===== src/rtl/locale_hash_probe_lookup_assert.svh =====
// ----------------------------------------------------------------------------
// Assertion macros for the hash table lookup block
// Implication checks sampled on the rising clock edge and held off during
// reset. Building with NO_ASSERTIONS defined leaves them empty.
// ----------------------------------------------------------------------------
`ifndef LOCALE_HASH_PROBE_LOOKUP_ASSERT_SVH
`define LOCALE_HASH_PROBE_LOOKUP_ASSERT_SVH

`ifndef NO_ASSERTIONS

// Consequent must hold in the same cycle as the antecedent.
`define LHPL_ASSERT_IMP(label, clk, rst_n, ante, cons, msg) \
	label: assert property (@(posedge clk) disable iff (!(rst_n)) (ante) |-> (cons)) \
		else $error(msg);

// Consequent must hold in the cycle after the antecedent.
`define LHPL_ASSERT_NXT(label, clk, rst_n, ante, cons, msg) \
	label: assert property (@(posedge clk) disable iff (!(rst_n)) (ante) |=> (cons)) \
		else $error(msg);

`else

`define LHPL_ASSERT_IMP(label, clk, rst_n, ante, cons, msg)
`define LHPL_ASSERT_NXT(label, clk, rst_n, ante, cons, msg)

`endif

`endif


===== src/rtl/lhpl_pkg.sv =====
// ----------------------------------------------------------------------------
// Hash table lookup package
// Field widths, action and register codes, slot entry layout and the
// microcode program of the lookup sequencer.
// ----------------------------------------------------------------------------
package lhpl_pkg;

	localparam int ACT_W      = 2;
	localparam int SLOT_W     = 12;
	localparam int HASH_W     = 32;
	localparam int LOC_W      = 16;
	localparam int BLK_W      = 32;
	localparam int SIZE_W     = 13;
	localparam int BCNT_W     = 21;
	localparam int CFG_IDX_W  = 1;
	localparam int CFG_DATA_W = 21;

	localparam logic [ACT_W-1:0] ACT_WRITE  = 2'd0;
	localparam logic [ACT_W-1:0] ACT_LOOKUP = 2'd1;
	localparam logic [ACT_W-1:0] ACT_FIND   = 2'd2;

	localparam logic [CFG_IDX_W-1:0] REG_TABLE_SIZE  = 1'd0;
	localparam logic [CFG_IDX_W-1:0] REG_BLOCK_COUNT = 1'd1;

	localparam logic [SIZE_W-1:0] TABLE_SIZE_RST = 13'd4096;
	localparam logic [BLK_W-1:0]  EMPTY_BLOCK    = '1;

	// Remainder unit: quotient bits retired per cycle.
	localparam int DVD_W     = 32;
	localparam int DIV_BITS  = 4;
	localparam int DIV_ITERS = DVD_W / DIV_BITS;
	localparam int DIV_IT_W  = $clog2(DIV_ITERS);

	typedef struct packed {
		logic [HASH_W-1:0] hash_a;
		logic [HASH_W-1:0] hash_b;
		logic [LOC_W-1:0]  locale;
		logic [BLK_W-1:0]  block;
	} slot_entry_t;

	typedef struct packed {
		logic load;
		logic step;
	} div_ctrl_t;

	// Program steps.
	localparam int PC_W = 4;
	localparam logic [PC_W-1:0] S_CLEAR    = 4'd0;
	localparam logic [PC_W-1:0] S_IDLE     = 4'd1;
	localparam logic [PC_W-1:0] S_DISPATCH = 4'd2;
	localparam logic [PC_W-1:0] S_CHECK    = 4'd3;
	localparam logic [PC_W-1:0] S_DIV      = 4'd4;
	localparam logic [PC_W-1:0] S_PSTART   = 4'd5;
	localparam logic [PC_W-1:0] S_PROBE    = 4'd6;
	localparam logic [PC_W-1:0] S_WRITE    = 4'd7;
	localparam logic [PC_W-1:0] S_RESULT   = 4'd8;

	// Jump conditions.
	localparam int COND_W = 3;
	localparam logic [COND_W-1:0] C_ALWAYS    = 3'd0;
	localparam logic [COND_W-1:0] C_CLR_LAST  = 3'd1;
	localparam logic [COND_W-1:0] C_IN_FIRE   = 3'd2;
	localparam logic [COND_W-1:0] C_ACT_WRITE = 3'd3;
	localparam logic [COND_W-1:0] C_ACT_PROBE = 3'd4;
	localparam logic [COND_W-1:0] C_DIV_LAST  = 3'd5;
	localparam logic [COND_W-1:0] C_PROBE_END = 3'd6;
	localparam logic [COND_W-1:0] C_OUT_FREE  = 3'd7;

	typedef struct packed {
		logic clr_last;
		logic in_fire;
		logic act_write;
		logic act_probe;
		logic div_last;
		logic probe_end;
		logic out_free;
	} useq_flags_t;

	typedef struct packed {
		logic              in_ready;
		logic              clr_wr;
		logic              mem_wr;
		logic              res_clr;
		logic              div_load;
		logic              div_step;
		logic              p_init;
		logic              p_step;
		logic              out_load;
		logic [COND_W-1:0] cond;
		logic [PC_W-1:0]   jt;
		logic [PC_W-1:0]   jf;
	} useq_word_t;

	// One control word per step; next step is jt when the condition holds, else jf.
	function automatic useq_word_t useq_rom(input logic [PC_W-1:0] pc);
		useq_word_t w;
		w = '0;
		w.cond = C_ALWAYS;
		w.jt = S_IDLE;
		w.jf = S_IDLE;
		case (pc)
			S_CLEAR: begin
				w.clr_wr = 1'b1;
				w.cond = C_CLR_LAST;
				w.jt = S_IDLE;
				w.jf = S_CLEAR;
			end
			S_IDLE: begin
				w.in_ready = 1'b1;
				w.cond = C_IN_FIRE;
				w.jt = S_DISPATCH;
				w.jf = S_IDLE;
			end
			S_DISPATCH: begin
				w.res_clr = 1'b1;
				w.div_load = 1'b1;
				w.cond = C_ACT_WRITE;
				w.jt = S_WRITE;
				w.jf = S_CHECK;
			end
			S_CHECK: begin
				w.cond = C_ACT_PROBE;
				w.jt = S_DIV;
				w.jf = S_RESULT;
			end
			S_DIV: begin
				w.div_step = 1'b1;
				w.cond = C_DIV_LAST;
				w.jt = S_PSTART;
				w.jf = S_DIV;
			end
			S_PSTART: begin
				w.p_init = 1'b1;
				w.cond = C_ALWAYS;
				w.jt = S_PROBE;
				w.jf = S_PROBE;
			end
			S_PROBE: begin
				w.p_step = 1'b1;
				w.cond = C_PROBE_END;
				w.jt = S_RESULT;
				w.jf = S_PROBE;
			end
			S_WRITE: begin
				w.mem_wr = 1'b1;
				w.cond = C_ALWAYS;
				w.jt = S_RESULT;
				w.jf = S_RESULT;
			end
			S_RESULT: begin
				w.out_load = 1'b1;
				w.cond = C_OUT_FREE;
				w.jt = S_IDLE;
				w.jf = S_RESULT;
			end
			default: begin
				w.cond = C_ALWAYS;
			end
		endcase
		return w;
	endfunction

endpackage


===== src/rtl/lhpl_rem.sv =====
// ----------------------------------------------------------------------------
// Probe start remainder unit
// Restoring remainder of a 32-bit dividend by the table size, retiring
// DIV_BITS dividend bits per cycle while stepped, most significant first.
// ----------------------------------------------------------------------------
module lhpl_rem import lhpl_pkg::*; (
	input  logic              clk,
	input  logic              arst_n,
	input  div_ctrl_t         ctrl,
	input  logic [DVD_W-1:0]  dividend,
	input  logic [SIZE_W-1:0] divisor,
	output logic [SIZE_W-1:0] rem,
	output logic              last
);

	logic [DVD_W-1:0]    dvd_q;
	logic [SIZE_W-1:0]   rem_q;
	logic [DIV_IT_W-1:0] it_q;
	logic [SIZE_W-1:0]   rem_nx;

	// The partial remainder stays below the divisor, so each trial value is
	// below twice the divisor and one conditional subtract suffices.
	always_comb begin
		logic [SIZE_W:0]   t;
		logic [SIZE_W-1:0] r;
		r = rem_q;
		for (int i = 0; i < DIV_BITS; i++) begin
			t = {r, dvd_q[DVD_W-1-i]};
			if (t >= {1'b0, divisor}) begin
				t = t - {1'b0, divisor};
			end
			r = t[SIZE_W-1:0];
		end
		rem_nx = r;
	end

	always_ff @(posedge clk or negedge arst_n) begin
		if (!arst_n) begin
			it_q <= '0;
		end else if (ctrl.load) begin
			it_q <= '0;
		end else if (ctrl.step) begin
			it_q <= it_q + DIV_IT_W'(1);
		end
	end

	always_ff @(posedge clk) begin
		if (ctrl.load) begin
			dvd_q <= dividend;
			rem_q <= '0;
		end else if (ctrl.step) begin
			dvd_q <= dvd_q << DIV_BITS;
			rem_q <= rem_nx;
		end
	end

	assign rem  = rem_q;
	assign last = (it_q == DIV_IT_W'(DIV_ITERS - 1));

endmodule


===== config.mk =====
export PLATFORM = sky130hd
export DESIGN_NAME = lhpl_rem
export DESIGN_NICKNAME = d
export VERILOG_FILES = /design/src/rtl/locale_hash_probe_lookup_assert.svh /design/src/rtl/lhpl_pkg.sv /design/src/rtl/lhpl_rem.sv
export SDC_FILE = /design/constraint.sdc
export NUM_CORES = 1
export LEC_CHECK = 0
export ABC_AREA = 1
export BUFFER_PORTS_ARGS = -buffer_cell sky130_fd_sc_hd__buf_4
export CAP_MARGIN = 20
export CORE_ASPECT_RATIO = 0.7
export CORE_MARGIN = 4
export CORE_UTILIZATION = 50
export CTS_BUF_LIST = sky130_fd_sc_hd__clkbuf_2
export DETAILED_ROUTE_END_ITERATION = 10
export GPL_TIMING_DRIVEN = 0
export PLACE_DENSITY = 0.7
export SETUP_SLACK_MARGIN = 0.5
export SYNTH_ARGS = -nofsm -noshare
export SYNTH_HDL_FRONTEND = slang
export SYNTH_SLANG_ARGS = --single-unit
export TNS_END_PERCENT = 10

===== constraint.sdc =====
create_clock -name clk -period 21.4 [get_ports clk]
set_clock_uncertainty 0.1 [all_clocks]
set_input_delay 1.07 -clock clk [delete_from_list [all_inputs] [get_ports clk]]
set_output_delay 1.07 -clock clk [all_outputs]
set_load 0.03 [all_outputs]

# == Yosys cells after proc, flatten, opt, wreduce, memory -nomap -nowiden ==
# Index checks and enable logic that the tools add are counted.
# classes
addsub,5
n_mul,0
div,0
n_lt_le_gt_ge,4
eq_ne,1
shifts,0
muxes,8
bitwise,0
reduce_logical,1
# ops
cell,n
$mux 32,2
$ge 14x13->1,4
$mux 13,4
$sub 13x13->13,4
$mux 3,2
$add 3x1->3 const B,1
$eq 3x3->1 const B,1
$reduce_bool 2->1,1
# totals
ff_bits,48
latchBits,0
mem_bits_rw,0
romBits,0
inputBits,49
out_inout_bits,14
wordCells,22
memories,0

# == Logic depth before layout (Yosys ltp) ==
# depth
word_depth,8
ltp_mapped,59

# == Least setup slack after synthesis ==
# OpenSTA, ideal clock, no wires.
# synth_timing
path_kind,input to register
start,input divisor[10]
end,register rem_q[10] (netlist: rem[10])
setup_ns,0.113
arrival_time_ns,7.468
t_required_ns,21.187
setup_slack_ns,13.719
stages,56
cell_sequence,inv_1 ha_1 nand2_2 inv_1 nand2_1 inv_1 a21oi_4 nand3_2 buf_6 buf_6 o21ai_0 inv_1 ha_1 nand2_1 nand2_1 nand2_1 nand2_1 nand2_1 (+20 left out) nand2_1 nand2_1 inv_1 ha_1 a21o_1 nor2_2 inv_1 nand2_1 nand2_1 a21boi_1 o21bai_1 a21oi_2 inv_1 a21oi_2 buf_2 nand3_1 nand3_1 nand2_1
# synth_between
elab_chain_len,8
elab_cells_between_ends,12
cone_classes,add/sub: 4; order compare: 4; mux: 4
# synth_rtl
element,line_no,text
"start, declared",lhpl_rem.sv:11,"input logic [SIZE_W-1:0] divisor,"
$sub 13x13->13 / $ge 14x13->1 (equally long branches),"lhpl_rem.sv:30, lhpl_rem.sv:29",
$mux 13,lhpl_rem.sv:29,"if (t >= {1'b0, divisor}) begin"
$sub 13x13->13 / $ge 14x13->1 (equally long branches),"lhpl_rem.sv:30, lhpl_rem.sv:29",
$mux 13,lhpl_rem.sv:29,
$ge 14x13->1 / $sub 13x13->13 (equally long branches),"lhpl_rem.sv:29, lhpl_rem.sv:30",
$mux 13,lhpl_rem.sv:29,
$sub 13x13->13 / $ge 14x13->1 (equally long branches),"lhpl_rem.sv:30, lhpl_rem.sv:29",
$mux 13 (*),lhpl_rem.sv:29,
"end signal, assigned",lhpl_rem.sv:53,rem_q <= rem_nx;
"end, declared",lhpl_rem.sv:17,logic [SIZE_W-1:0] rem_q;
# Every way passes the cells marked *; elsewhere a longest branch is shown, timed or not.
# A chain may end at the register's enable or synchronous reset.

# == Final worst setup path ==
# layout_timing
start,input divisor[10]
end,register rem_q[6] (netlist: rem[6])
# Same word-level chain as after synthesis.

==> results.cfg <==
[cts]
cts_hold_buf = 0
cts_resized = 0
cts_made_buffers = 5
clkTransAtPathRegs_ps = 210
htree_levels = 2
cts_root_buf = clkbuf_2
clk_latency_ps = 440
cts_setup_buffers = 0
cts_tree = yes
cts_buffer_depth = 2
cts_sinks = 48

[finish]
diodes = 0
mostFrequentLayoutCell = nand2_1
fin_nets = 1012
fillers = 1046
area_growth_pct = 13.1
drive_gt1_frac = 0.128
final_cell_mix = nand2_1 (317), inv_1 (138), buf_4 (63)

[yosys]
ys_ff_latch = 48
seq_area_frac_synth = 0.238
avgSynthCellArea_um2 = 6.52
synth_cell_type_count = 44
synthesis.area_um2 = 5450
syn_inst = 836
ys_async_sr_fraction = 0.0625
ys_warn_count = 0
synth_edf_count = 32
synth_nets = 943
synth-main-ff-cell = edfxtp_1

[critical_path]
critPathMostFrequentCell = nand2_1
crit_path_end_kind = flop
worstPathMaxFanout = 10
path_class = input pin to flop
cpPeakStageDelay_ps = 380
start_kind = input pin
reg2regPathDepth = 54
cp.arrival_ps = 9490
cpMaxStageDelayCell = ha_1
required_ps = 21640

[floorplan]
io_pins = 63
rows = 31
die_x_um = 133
die_y_um = 95.3
die_area_um2 = 12700
core_area_um2 = 10500
start_util = 0.520

[place]
gp_congestion = 0.950
portBuffers = 61
dp_hpwl_um = 13200

[routing]
wl_um = 15800
routedWlPerCell_um = 15.2
vias = 5437
drc_errors = 0
drt-initial-drc-count = 504
postRouteAntennaNets = 0
firstDrtPassIters = 6
vias_per_cell = 5.24

[sta]
setup_viol = 0
fin_crit_ps = 9260
finalCritPeriodShare = 0.433
max_freq_mhz = 108
hold_violations = 0
fin_hold_ws_ps = 300
rsz0062_at_grt = false
worst_slew_pin_slew_ps = 690
slew_violations = 0
maxSlewHeadroom = 0.537
finalSetupTns_ps = 0

[grt]
overflow = 0
grt_pass1_wl_um = 25000
grt_max_degree = 19
antenna_found_initial = 0
grt_pass1_vias = 5047
track_usage = 0.248

[status]
status = finished, final reports clean

[job]
cap_violations = 0

[hold_path]
hp-class = input pin to async pin
[cells in the mapped netlist, types with 2 or more instances]
master     count  area [um2]
inv_2          3        11.3
o21ai_1        5        25.0
nand3_1       55         275
xor2_1        22         193
o2111ai_1      3        26.3
a21oi_2        2        17.5
nor2_2         3        18.8
fa_1           4        80.1
inv_1        138         518
or2_2          3        18.8
a22o_1         2        17.5
clkbuf_1       7        26.3
nand2_1      317        1190
o21ai_0       17        85.1
dfrtp_1        3        75.1
edfxtp_1      32         961
o21bai_1       7        52.6
nand2_2       14        87.6
nor3_1         4        20.0
buf_2          4        20.0
o21a_1         3        22.5
xnor2_1       15         131
a21oi_1       31         155
nand3_2        5        50.1
buf_6          4        45.0
ha_1          54         676
nand4_1       14        87.6
a21o_1         4        30.0
a31oi_1        3        18.8
dfxtp_1       13         260
buf_4          2        15.0
nand3b_1       2        15.0
nor2_1        30         113
[per-layer routing]
metal / vias up / track usage / wire length (um)
li1: 2787 / - / -
met1: 2442 / 0.381 / 7840
met2: 193 / 0.377 / 6620
met3: 15 / 0.0311 / 1170
met4: 0 / 0.0433 / 174
met5: - / 0 / 0
[critical path: cells and delay by family]
kind / cells / cell delay (ps)
AND/OR/NAND/NOR: 23 / 2440
buffers and inverters: 17 / 2130
AO/OA/AOI/OAI: 11 / 2330
adder cells (fa/ha/maj): 4 / 1460
[kinds of logic after synthesis]
family / synth area share
compound gates: 0.0900
xor+xnor: 0.0595
fa+ha+maj: 0.139
buf+inv: 0.117
flops: 0.238
simple gates: 0.357
[sequential cells by signal, indices dropped and copies added, names as in the netlist]
name / flops
dvd_q: 32
rem: 13
it_q: 3
[stage by stage]
stage | area (um2) | std cells | worst slack, ps | utilization
after floorplan | 5450 | 836 | 13720 | -
after global placement | 6070 | 1029 | 12010 | 0.580
after detailed placement | 6100 | 1030 | 11900 | 0.582
after CTS | 6160 | 1038 | 12330 | 0.589
after global routing | 6160 | 1038 | 11580 | 0.589
final | 6160 | 1038 | 12140 | 0.589
[area by class of cell]
type	count	area, um2	share of cell area
Tap cell	132	165	0.0268
Clock inverter	2	35.0	0.00568
Buffer	18	110	0.0179
Inverter	141	529	0.0859
Timing Repair Buffer	62	485	0.0787
Multi-Input combinational cell	629	3510	0.570
Clock buffer	6	30.0	0.00487
Sequential cell	48	1300	0.210
[final timing paths]
check | endpoint | slack, ps | start
worst max-delay path | rem[6] | 12140 | divisor[10]
max in group asynchronous | it_q[1] | 20810 | arst_n
worst min-delay path | it_q[2] | 300 | arst_n
worst max register to register | rem[6] | 12680 | dvd_q[31]
min in group clk | dvd_q[27] | 410 | dvd_q[23]
worst min register to register | dvd_q[27] | 410 | dvd_q[23]
Power is left out: the tool's default activity adds up to more than one toggle a clock period on the data nets, which glitch-free logic cannot reach.
