<file path="src/rtl/locale_hash_probe_lookup_assert.svh">
// ----------------------------------------------------------------------------
// Assertion macros for the hash table lookup block
// Implication checks sampled on the rising clock edge and held off during
// reset. Building with NO_ASSERTIONS defined leaves them empty.
// ----------------------------------------------------------------------------
`ifndef LOCALE_HASH_PROBE_LOOKUP_ASSERT_SVH
`define LOCALE_HASH_PROBE_LOOKUP_ASSERT_SVH

`ifndef NO_ASSERTIONS

// Consequent must hold in the same cycle as the antecedent.
`define LHPL_ASSERT_IMP(label, clk, rst_n, ante, cons, msg) \
	label: assert property (@(posedge clk) disable iff (!(rst_n)) (ante) |-> (cons)) \
		else $error(msg);

// Consequent must hold in the cycle after the antecedent.
`define LHPL_ASSERT_NXT(label, clk, rst_n, ante, cons, msg) \
	label: assert property (@(posedge clk) disable iff (!(rst_n)) (ante) |=> (cons)) \
		else $error(msg);

`else

`define LHPL_ASSERT_IMP(label, clk, rst_n, ante, cons, msg)
`define LHPL_ASSERT_NXT(label, clk, rst_n, ante, cons, msg)

`endif

`endif

</file>
<file path="src/rtl/lhpl_pkg.sv">
// ----------------------------------------------------------------------------
// Hash table lookup package
// Field widths, action and register codes, slot entry layout and the
// microcode program of the lookup sequencer.
// ----------------------------------------------------------------------------
package lhpl_pkg;

	localparam int ACT_W      = 2;
	localparam int SLOT_W     = 12;
	localparam int HASH_W     = 32;
	localparam int LOC_W      = 16;
	localparam int BLK_W      = 32;
	localparam int SIZE_W     = 13;
	localparam int BCNT_W     = 21;
	localparam int CFG_IDX_W  = 1;
	localparam int CFG_DATA_W = 21;

	localparam logic [ACT_W-1:0] ACT_WRITE  = 2'd0;
	localparam logic [ACT_W-1:0] ACT_LOOKUP = 2'd1;
	localparam logic [ACT_W-1:0] ACT_FIND   = 2'd2;

	localparam logic [CFG_IDX_W-1:0] REG_TABLE_SIZE  = 1'd0;
	localparam logic [CFG_IDX_W-1:0] REG_BLOCK_COUNT = 1'd1;

	localparam logic [SIZE_W-1:0] TABLE_SIZE_RST = 13'd4096;
	localparam logic [BLK_W-1:0]  EMPTY_BLOCK    = '1;

	// Remainder unit: quotient bits retired per cycle.
	localparam int DVD_W     = 32;
	localparam int DIV_BITS  = 4;
	localparam int DIV_ITERS = DVD_W / DIV_BITS;
	localparam int DIV_IT_W  = $clog2(DIV_ITERS);

	typedef struct packed {
		logic [HASH_W-1:0] hash_a;
		logic [HASH_W-1:0] hash_b;
		logic [LOC_W-1:0]  locale;
		logic [BLK_W-1:0]  block;
	} slot_entry_t;

	typedef struct packed {
		logic load;
		logic step;
	} div_ctrl_t;

	// Program steps.
	localparam int PC_W = 4;
	localparam logic [PC_W-1:0] S_CLEAR    = 4'd0;
	localparam logic [PC_W-1:0] S_IDLE     = 4'd1;
	localparam logic [PC_W-1:0] S_DISPATCH = 4'd2;
	localparam logic [PC_W-1:0] S_CHECK    = 4'd3;
	localparam logic [PC_W-1:0] S_DIV      = 4'd4;
	localparam logic [PC_W-1:0] S_PSTART   = 4'd5;
	localparam logic [PC_W-1:0] S_PROBE    = 4'd6;
	localparam logic [PC_W-1:0] S_WRITE    = 4'd7;
	localparam logic [PC_W-1:0] S_RESULT   = 4'd8;

	// Jump conditions.
	localparam int COND_W = 3;
	localparam logic [COND_W-1:0] C_ALWAYS    = 3'd0;
	localparam logic [COND_W-1:0] C_CLR_LAST  = 3'd1;
	localparam logic [COND_W-1:0] C_IN_FIRE   = 3'd2;
	localparam logic [COND_W-1:0] C_ACT_WRITE = 3'd3;
	localparam logic [COND_W-1:0] C_ACT_PROBE = 3'd4;
	localparam logic [COND_W-1:0] C_DIV_LAST  = 3'd5;
	localparam logic [COND_W-1:0] C_PROBE_END = 3'd6;
	localparam logic [COND_W-1:0] C_OUT_FREE  = 3'd7;

	typedef struct packed {
		logic clr_last;
		logic in_fire;
		logic act_write;
		logic act_probe;
		logic div_last;
		logic probe_end;
		logic out_free;
	} useq_flags_t;

	typedef struct packed {
		logic              in_ready;
		logic              clr_wr;
		logic              mem_wr;
		logic              res_clr;
		logic              div_load;
		logic              div_step;
		logic              p_init;
		logic              p_step;
		logic              out_load;
		logic [COND_W-1:0] cond;
		logic [PC_W-1:0]   jt;
		logic [PC_W-1:0]   jf;
	} useq_word_t;

	// One control word per step; next step is jt when the condition holds, else jf.
	function automatic useq_word_t useq_rom(input logic [PC_W-1:0] pc);
		useq_word_t w;
		w = '0;
		w.cond = C_ALWAYS;
		w.jt = S_IDLE;
		w.jf = S_IDLE;
		case (pc)
			S_CLEAR: begin
				w.clr_wr = 1'b1;
				w.cond = C_CLR_LAST;
				w.jt = S_IDLE;
				w.jf = S_CLEAR;
			end
			S_IDLE: begin
				w.in_ready = 1'b1;
				w.cond = C_IN_FIRE;
				w.jt = S_DISPATCH;
				w.jf = S_IDLE;
			end
			S_DISPATCH: begin
				w.res_clr = 1'b1;
				w.div_load = 1'b1;
				w.cond = C_ACT_WRITE;
				w.jt = S_WRITE;
				w.jf = S_CHECK;
			end
			S_CHECK: begin
				w.cond = C_ACT_PROBE;
				w.jt = S_DIV;
				w.jf = S_RESULT;
			end
			S_DIV: begin
				w.div_step = 1'b1;
				w.cond = C_DIV_LAST;
				w.jt = S_PSTART;
				w.jf = S_DIV;
			end
			S_PSTART: begin
				w.p_init = 1'b1;
				w.cond = C_ALWAYS;
				w.jt = S_PROBE;
				w.jf = S_PROBE;
			end
			S_PROBE: begin
				w.p_step = 1'b1;
				w.cond = C_PROBE_END;
				w.jt = S_RESULT;
				w.jf = S_PROBE;
			end
			S_WRITE: begin
				w.mem_wr = 1'b1;
				w.cond = C_ALWAYS;
				w.jt = S_RESULT;
				w.jf = S_RESULT;
			end
			S_RESULT: begin
				w.out_load = 1'b1;
				w.cond = C_OUT_FREE;
				w.jt = S_IDLE;
				w.jf = S_RESULT;
			end
			default: begin
				w.cond = C_ALWAYS;
			end
		endcase
		return w;
	endfunction

endpackage

</file>
<file path="src/rtl/lhpl_useq.sv">
// ----------------------------------------------------------------------------
// Lookup sequencer
// Step counter over the microcode program with a two-way conditional jump
// on every step.
// ----------------------------------------------------------------------------
module lhpl_useq import lhpl_pkg::*; (
	input  logic        clk,
	input  logic        arst_n,
	input  useq_flags_t flags,
	output useq_word_t  word
);

	logic [PC_W-1:0] pc_q;
	logic            cond_true;

	assign word = useq_rom(pc_q);

	always_comb begin
		case (word.cond)
			C_ALWAYS:    cond_true = 1'b1;
			C_CLR_LAST:  cond_true = flags.clr_last;
			C_IN_FIRE:   cond_true = flags.in_fire;
			C_ACT_WRITE: cond_true = flags.act_write;
			C_ACT_PROBE: cond_true = flags.act_probe;
			C_DIV_LAST:  cond_true = flags.div_last;
			C_PROBE_END: cond_true = flags.probe_end;
			C_OUT_FREE:  cond_true = flags.out_free;
			default:     cond_true = 1'b1;
		endcase
	end

	always_ff @(posedge clk or negedge arst_n) begin
		if (!arst_n) begin
			pc_q <= S_CLEAR;
		end else begin
			pc_q <= cond_true ? word.jt : word.jf;
		end
	end

endmodule

</file>
<file path="config.mk">
export PLATFORM = sky130hd
export DESIGN_NAME = lhpl_useq
export DESIGN_NICKNAME = d
export VERILOG_FILES = /design/src/rtl/locale_hash_probe_lookup_assert.svh /design/src/rtl/lhpl_pkg.sv /design/src/rtl/lhpl_useq.sv
export SDC_FILE = /design/constraint.sdc
export NUM_CORES = 1
export LEC_CHECK = 0
export ABC_AREA = 1
export BUFFER_PORTS_ARGS = -buffer_cell sky130_fd_sc_hd__buf_4
export CAP_MARGIN = 10
export CORE_MARGIN = 4
export CORE_UTILIZATION = 35
export CTS_BUF_LIST = sky130_fd_sc_hd__clkbuf_8 sky130_fd_sc_hd__clkbuf_16
export CTS_CLUSTER_SIZE = 28
export DETAILED_ROUTE_END_ITERATION = 10
export PLACE_DENSITY_LB_ADDON = 0.25
export SLEW_MARGIN = 40
export SYNTH_ARGS = -nofsm -noshare
export SYNTH_HDL_FRONTEND = slang
export SYNTH_SLANG_ARGS = --single-unit
</file>
<file path="constraint.sdc">
create_clock -name clk -period 3.7 [get_ports clk]
set_input_delay 0.37 -clock clk [delete_from_list [all_inputs] [get_ports clk]]
set_output_delay 0.37 -clock clk [all_outputs]
set_load 0.03 [all_outputs]
</file>
[Word-level counts from Yosys, hierarchy flattened]
Cells that the tools add are included.
Operators by class
  reductions and logical operators: 2
  multiplexer cells: 12
  eq/ne operators: 15
Operators with widths (number)
  8-bit one-hot mux with 9 select lines: 1
  3-bit one-hot mux with 7 select lines: 1
  4-bit by 3-bit == test with 1-bit output (second input constant): 4
  3-bit == test (second input constant): 4
  4-bit by 2-bit == test with 1-bit output (second input constant): 2
  1-bit one-hot mux with 8 select lines: 1
  1-bit two-way mux: 7
  3-bit by 2-bit == test with 1-bit output (second input constant): 2
  4-bit by 1-bit == test with 1-bit output (second input constant): 1
  4-bit == test (second input constant): 1
  4-bit logical NOT: 1
  4-bit two-way mux: 1
  3-bit by 1-bit == test with 1-bit output (second input constant): 1
  3-bit logical NOT: 1
  2-bit two-way mux: 1
Storage, ports and cells
  output and inout port bits: 20
  register bits after elaboration: 4
  bits of input ports: 9
  logic and storage cells: 30

[Longest topological paths before layout]
  depth in word-level cells: 5
  depth in mapped cells: 9
  gate-level depth less buffers: 9

[Least setup slack after synthesis]
OpenSTA, ideal clock, no wires.
  kind: reg-to-output
  from: register pc_q[3]
  to: output port word[3] (netlist bit)
  data required time: 3.330 ns
  path buffers: 0
  stages on the path, launching flop included: 6
  slack: 1.936 ns
  arrival time: 1.394 ns
  cell sequence: dfrtp_1 -> inv_2 -> nand2_1 -> nor2_1 -> nor2_1 -> nand2_1
RTL lines
  from (decl): RTL line lhpl_useq.sv:13  | logic [PC_W-1:0] pc_q;
  from (signal assigned): RTL line lhpl_useq.sv:36  | pc_q <= cond_true ? word.jt : word.jf;
  to (decl): RTL line lhpl_useq.sv:10  | output useq_word_t word

==> impl_summary.log <==
[metrics] half-perimeter wire length after placement: 1170 um
[metrics] latest clock arrival within the worst-skew pair: 0.22 ns
[metrics] Overall Global Routing Usage: 0.156
[metrics] number of antenna violations at the first check in global routing: 0
[metrics] post-synthesis sequential area ratio: 0.203
[metrics] setup fix buffers added after clock tree synthesis: 0
[metrics] DRT antenna net count: 0
[metrics] area of the mapped netlist: 494 um^2
[metrics] worst-case clock skew: 0.00423 ns
[metrics] clock tree from TritonCTS: done
[metrics] buffer levels on the longest clock path: 2
[metrics] H-tree levels: 1
[metrics] largest register by flop count: pc_q
[metrics] arrival time worst endpoint: 1.44 ns
[metrics] standard-cell row count: 13
[metrics] synthesized area divided by synthesized cell count: 6.18 um^2
[metrics] number of sinks handled by clock tree synthesis: 4
[metrics] effective utilization at floorplan: 0.375
[metrics] post-layout min period: 1.81 ns
[metrics] Yosys cell types: 15
[metrics] pin count of the biggest net entering global routing: 10
[metrics] startpoint type of the worst setup path: register
[metrics] Tcrit/Tclk final: 0.488
[metrics] DRC violations left: 0
[metrics] Post-Place Worst Slack: 2.11 ns
[metrics] crit path capture type: output port
[metrics] total of max-cap violations: 0
[metrics] via density per instance: 4.87
[metrics] number of failing hold endpoints at the final stage: 0
[metrics] outcome: complete, no violations
[metrics] Yosys warnings: 0
[metrics] via count of the first global-routing pass: 555
[metrics] required time of the worst setup path: 3.33 ns
[metrics] CTS Buf Count: 3
[metrics] CP Max Fanout: 6
[metrics] multi-input gate area in the final layout: 334 um^2
[metrics] global-route wire length before repair: 2270 um
[metrics] total inserted antenna cells: 0
[metrics] x dimension of the die: 45.6 um
[metrics] Syn Nets: 89
[metrics] Largest regs: pc_q (4)
[metrics] placeable core area: 1320 um^2
[metrics] wire length per cell after detailed routing: 11.3 um
[metrics] setup TNS after final layout: 0 ns
[metrics] area delta synth->final: 55.2%
[metrics] Die Span Y: 45.6 um
[metrics] Setup Crit Path Kind: register to output port
[metrics] max-slew violation count: 0
[metrics] total number of vias: 613
[metrics] Final Net Count: 122
[metrics] RSZ-0062 raised after global routing: no
[metrics] Iter 0 DRT Violations: 14
[metrics] number of register bits inferred by synthesis: 4
[metrics] die area: 2080 um^2
[metrics] hold crit path type: input port to async pin
[metrics] overall overflow remaining after global route: 0
[metrics] total wirelength of the detailed-routed design: 1420 um
[metrics] Port-buffer cells: 28
[metrics] Sequential cell area: 100 um^2
[metrics] Reg clk slew, reported paths: 0.03 ns
[metrics] number of flip-flops under the largest register name: 4
[metrics] transition time at the pin with the least slew margin: 0.299 ns
[metrics] number of instances in the synthesized netlist: 80
[metrics] number of top-level pins: 29
[metrics] total of endpoints with negative setup slack in the final report: 0
[metrics] final weighted congestion in routability-driven placement: 0.822
[metrics] fill cell count: 139
[metrics] Achievable Freq: 554 MHz
[metrics] relative max-transition margin: 0.800
[metrics] layout cells sized above 1: 0.423
[metrics] Final WS setup: 1.89 ns
[metrics] DR pass1 iterations: 4
[metrics] Clock Tree Root: sky130_fd_sc_hd__clkbuf_8
[per-stage QoR]
stage	hold slack, ns	instances	utilization	area (um^2)
floorplan	0.0744	80	-	494
global placement	0.166	122	0.543	716
detailed placement	0.166	122	0.543	716
CTS	0.492	126	0.582	767
global route	0.511	126	0.582	767
finish	0.486	126	0.582	767
[worst paths after layout]
| check | startpoint | end | slack (ns) | cells after the start |
|---|---|---|---|---|
| max in group asynchronous | arst_n | pc_q[1] | 3.11 | 2 |
| min in group clk | flags[5] | pc_q[0] | 0.62 | 6 |
| max reg2reg | pc_q[3] | pc_q[1] | 2.25 | 8 |
| max | pc_q[1] | word[3] | 1.89 | 6 |
| min | arst_n | pc_q[3] | 0.49 | 2 |
| min reg2reg | pc_q[1] | pc_q[3] | 0.72 | 4 |
[synth_stat cells]
master / n / share of area
sky130_fd_sc_hd__buf_4: 1 / 0.015
sky130_fd_sc_hd__dfrtp_1: 4 / 0.20
sky130_fd_sc_hd__inv_1: 13 / 0.099
sky130_fd_sc_hd__inv_2: 1 / 0.0076
sky130_fd_sc_hd__nand2_1: 22 / 0.17
sky130_fd_sc_hd__nand2_2: 5 / 0.063
sky130_fd_sc_hd__nand2_4: 1 / 0.023
sky130_fd_sc_hd__nand3_1: 9 / 0.091
sky130_fd_sc_hd__nand3_2: 1 / 0.020
sky130_fd_sc_hd__nand3_4: 1 / 0.035
sky130_fd_sc_hd__nand4_1: 6 / 0.076
sky130_fd_sc_hd__nor2_1: 8 / 0.061
sky130_fd_sc_hd__nor2_2: 3 / 0.038
sky130_fd_sc_hd__nor2_4: 4 / 0.091
sky130_fd_sc_hd__nor3_1: 1 / 0.010
[per-layer routing]
metal	vias to the layer above	share of wire	GRT usage
met5	-	0	0
met4	0	0.025	0.123
met3	4	0.073	0.0316
met2	20	0.48	0.228
met1	273	0.42	0.195
li1	316	-	-
[timing repair]
| action | CTS | global route |
|---|---|---|
| hold endpoints to repair | 4 | 0 |
| setup endpoints to repair | 0 | 0 |
| hold buffers | 1 | 0 |
| gates resized for setup | 0 | 0 |
[worst max-delay path, cell delays in order, from the launching register on]
cell and delay, ns:
sky130_fd_sc_hd__dfrtp_1 0.41, sky130_fd_sc_hd__nor2_2 0.25, sky130_fd_sc_hd__nand2_1 0.17, sky130_fd_sc_hd__inv_1 0.10
sky130_fd_sc_hd__nor2_1 0.04, sky130_fd_sc_hd__nand2_1 0.08, sky130_fd_sc_hd__buf_4 0.16
[final cells by class]
type | instances | share of cell area
Multi-Input combinational cell | 61 | 0.436
Timing Repair Buffer | 29 | 0.287
Sequential cell | 4 | 0.131
Inverter | 14 | 0.0685
Clock buffer | 3 | 0.0538
Tap cell | 15 | 0.0245
[layout by cell type (no fill, tap or decap)]
| cell | count |
|---|---|
| sky130_fd_sc_hd__nand4_1 | 6 |
| sky130_fd_sc_hd__inv_2 | 1 |
| sky130_fd_sc_hd__nand2_4 | 1 |
| sky130_fd_sc_hd__nand2_2 | 5 |
| sky130_fd_sc_hd__nor2_4 | 4 |
| sky130_fd_sc_hd__nor2_2 | 3 |
| sky130_fd_sc_hd__buf_4 | 28 |
| sky130_fd_sc_hd__clkbuf_8 | 3 |
| sky130_fd_sc_hd__inv_1 | 13 |
| sky130_fd_sc_hd__dfrtp_1 | 4 |
| sky130_fd_sc_hd__dlygate4sd3_1 | 1 |
| sky130_fd_sc_hd__nand3_2 | 1 |
| sky130_fd_sc_hd__nor2_1 | 8 |
| sky130_fd_sc_hd__nand2_1 | 22 |
| sky130_fd_sc_hd__nand3_4 | 1 |
| sky130_fd_sc_hd__nand3_1 | 9 |
| sky130_fd_sc_hd__nor3_1 | 1 |
[cells by family after synthesis]
kind of cell  count (synthesis)  synth area share
buf+inv                      15             0.122
flops                         4             0.203
simple gates                 61             0.676
Power is left out: the tool's default activity adds up to more than one toggle a clock period on the data nets, which glitch-free logic cannot reach.
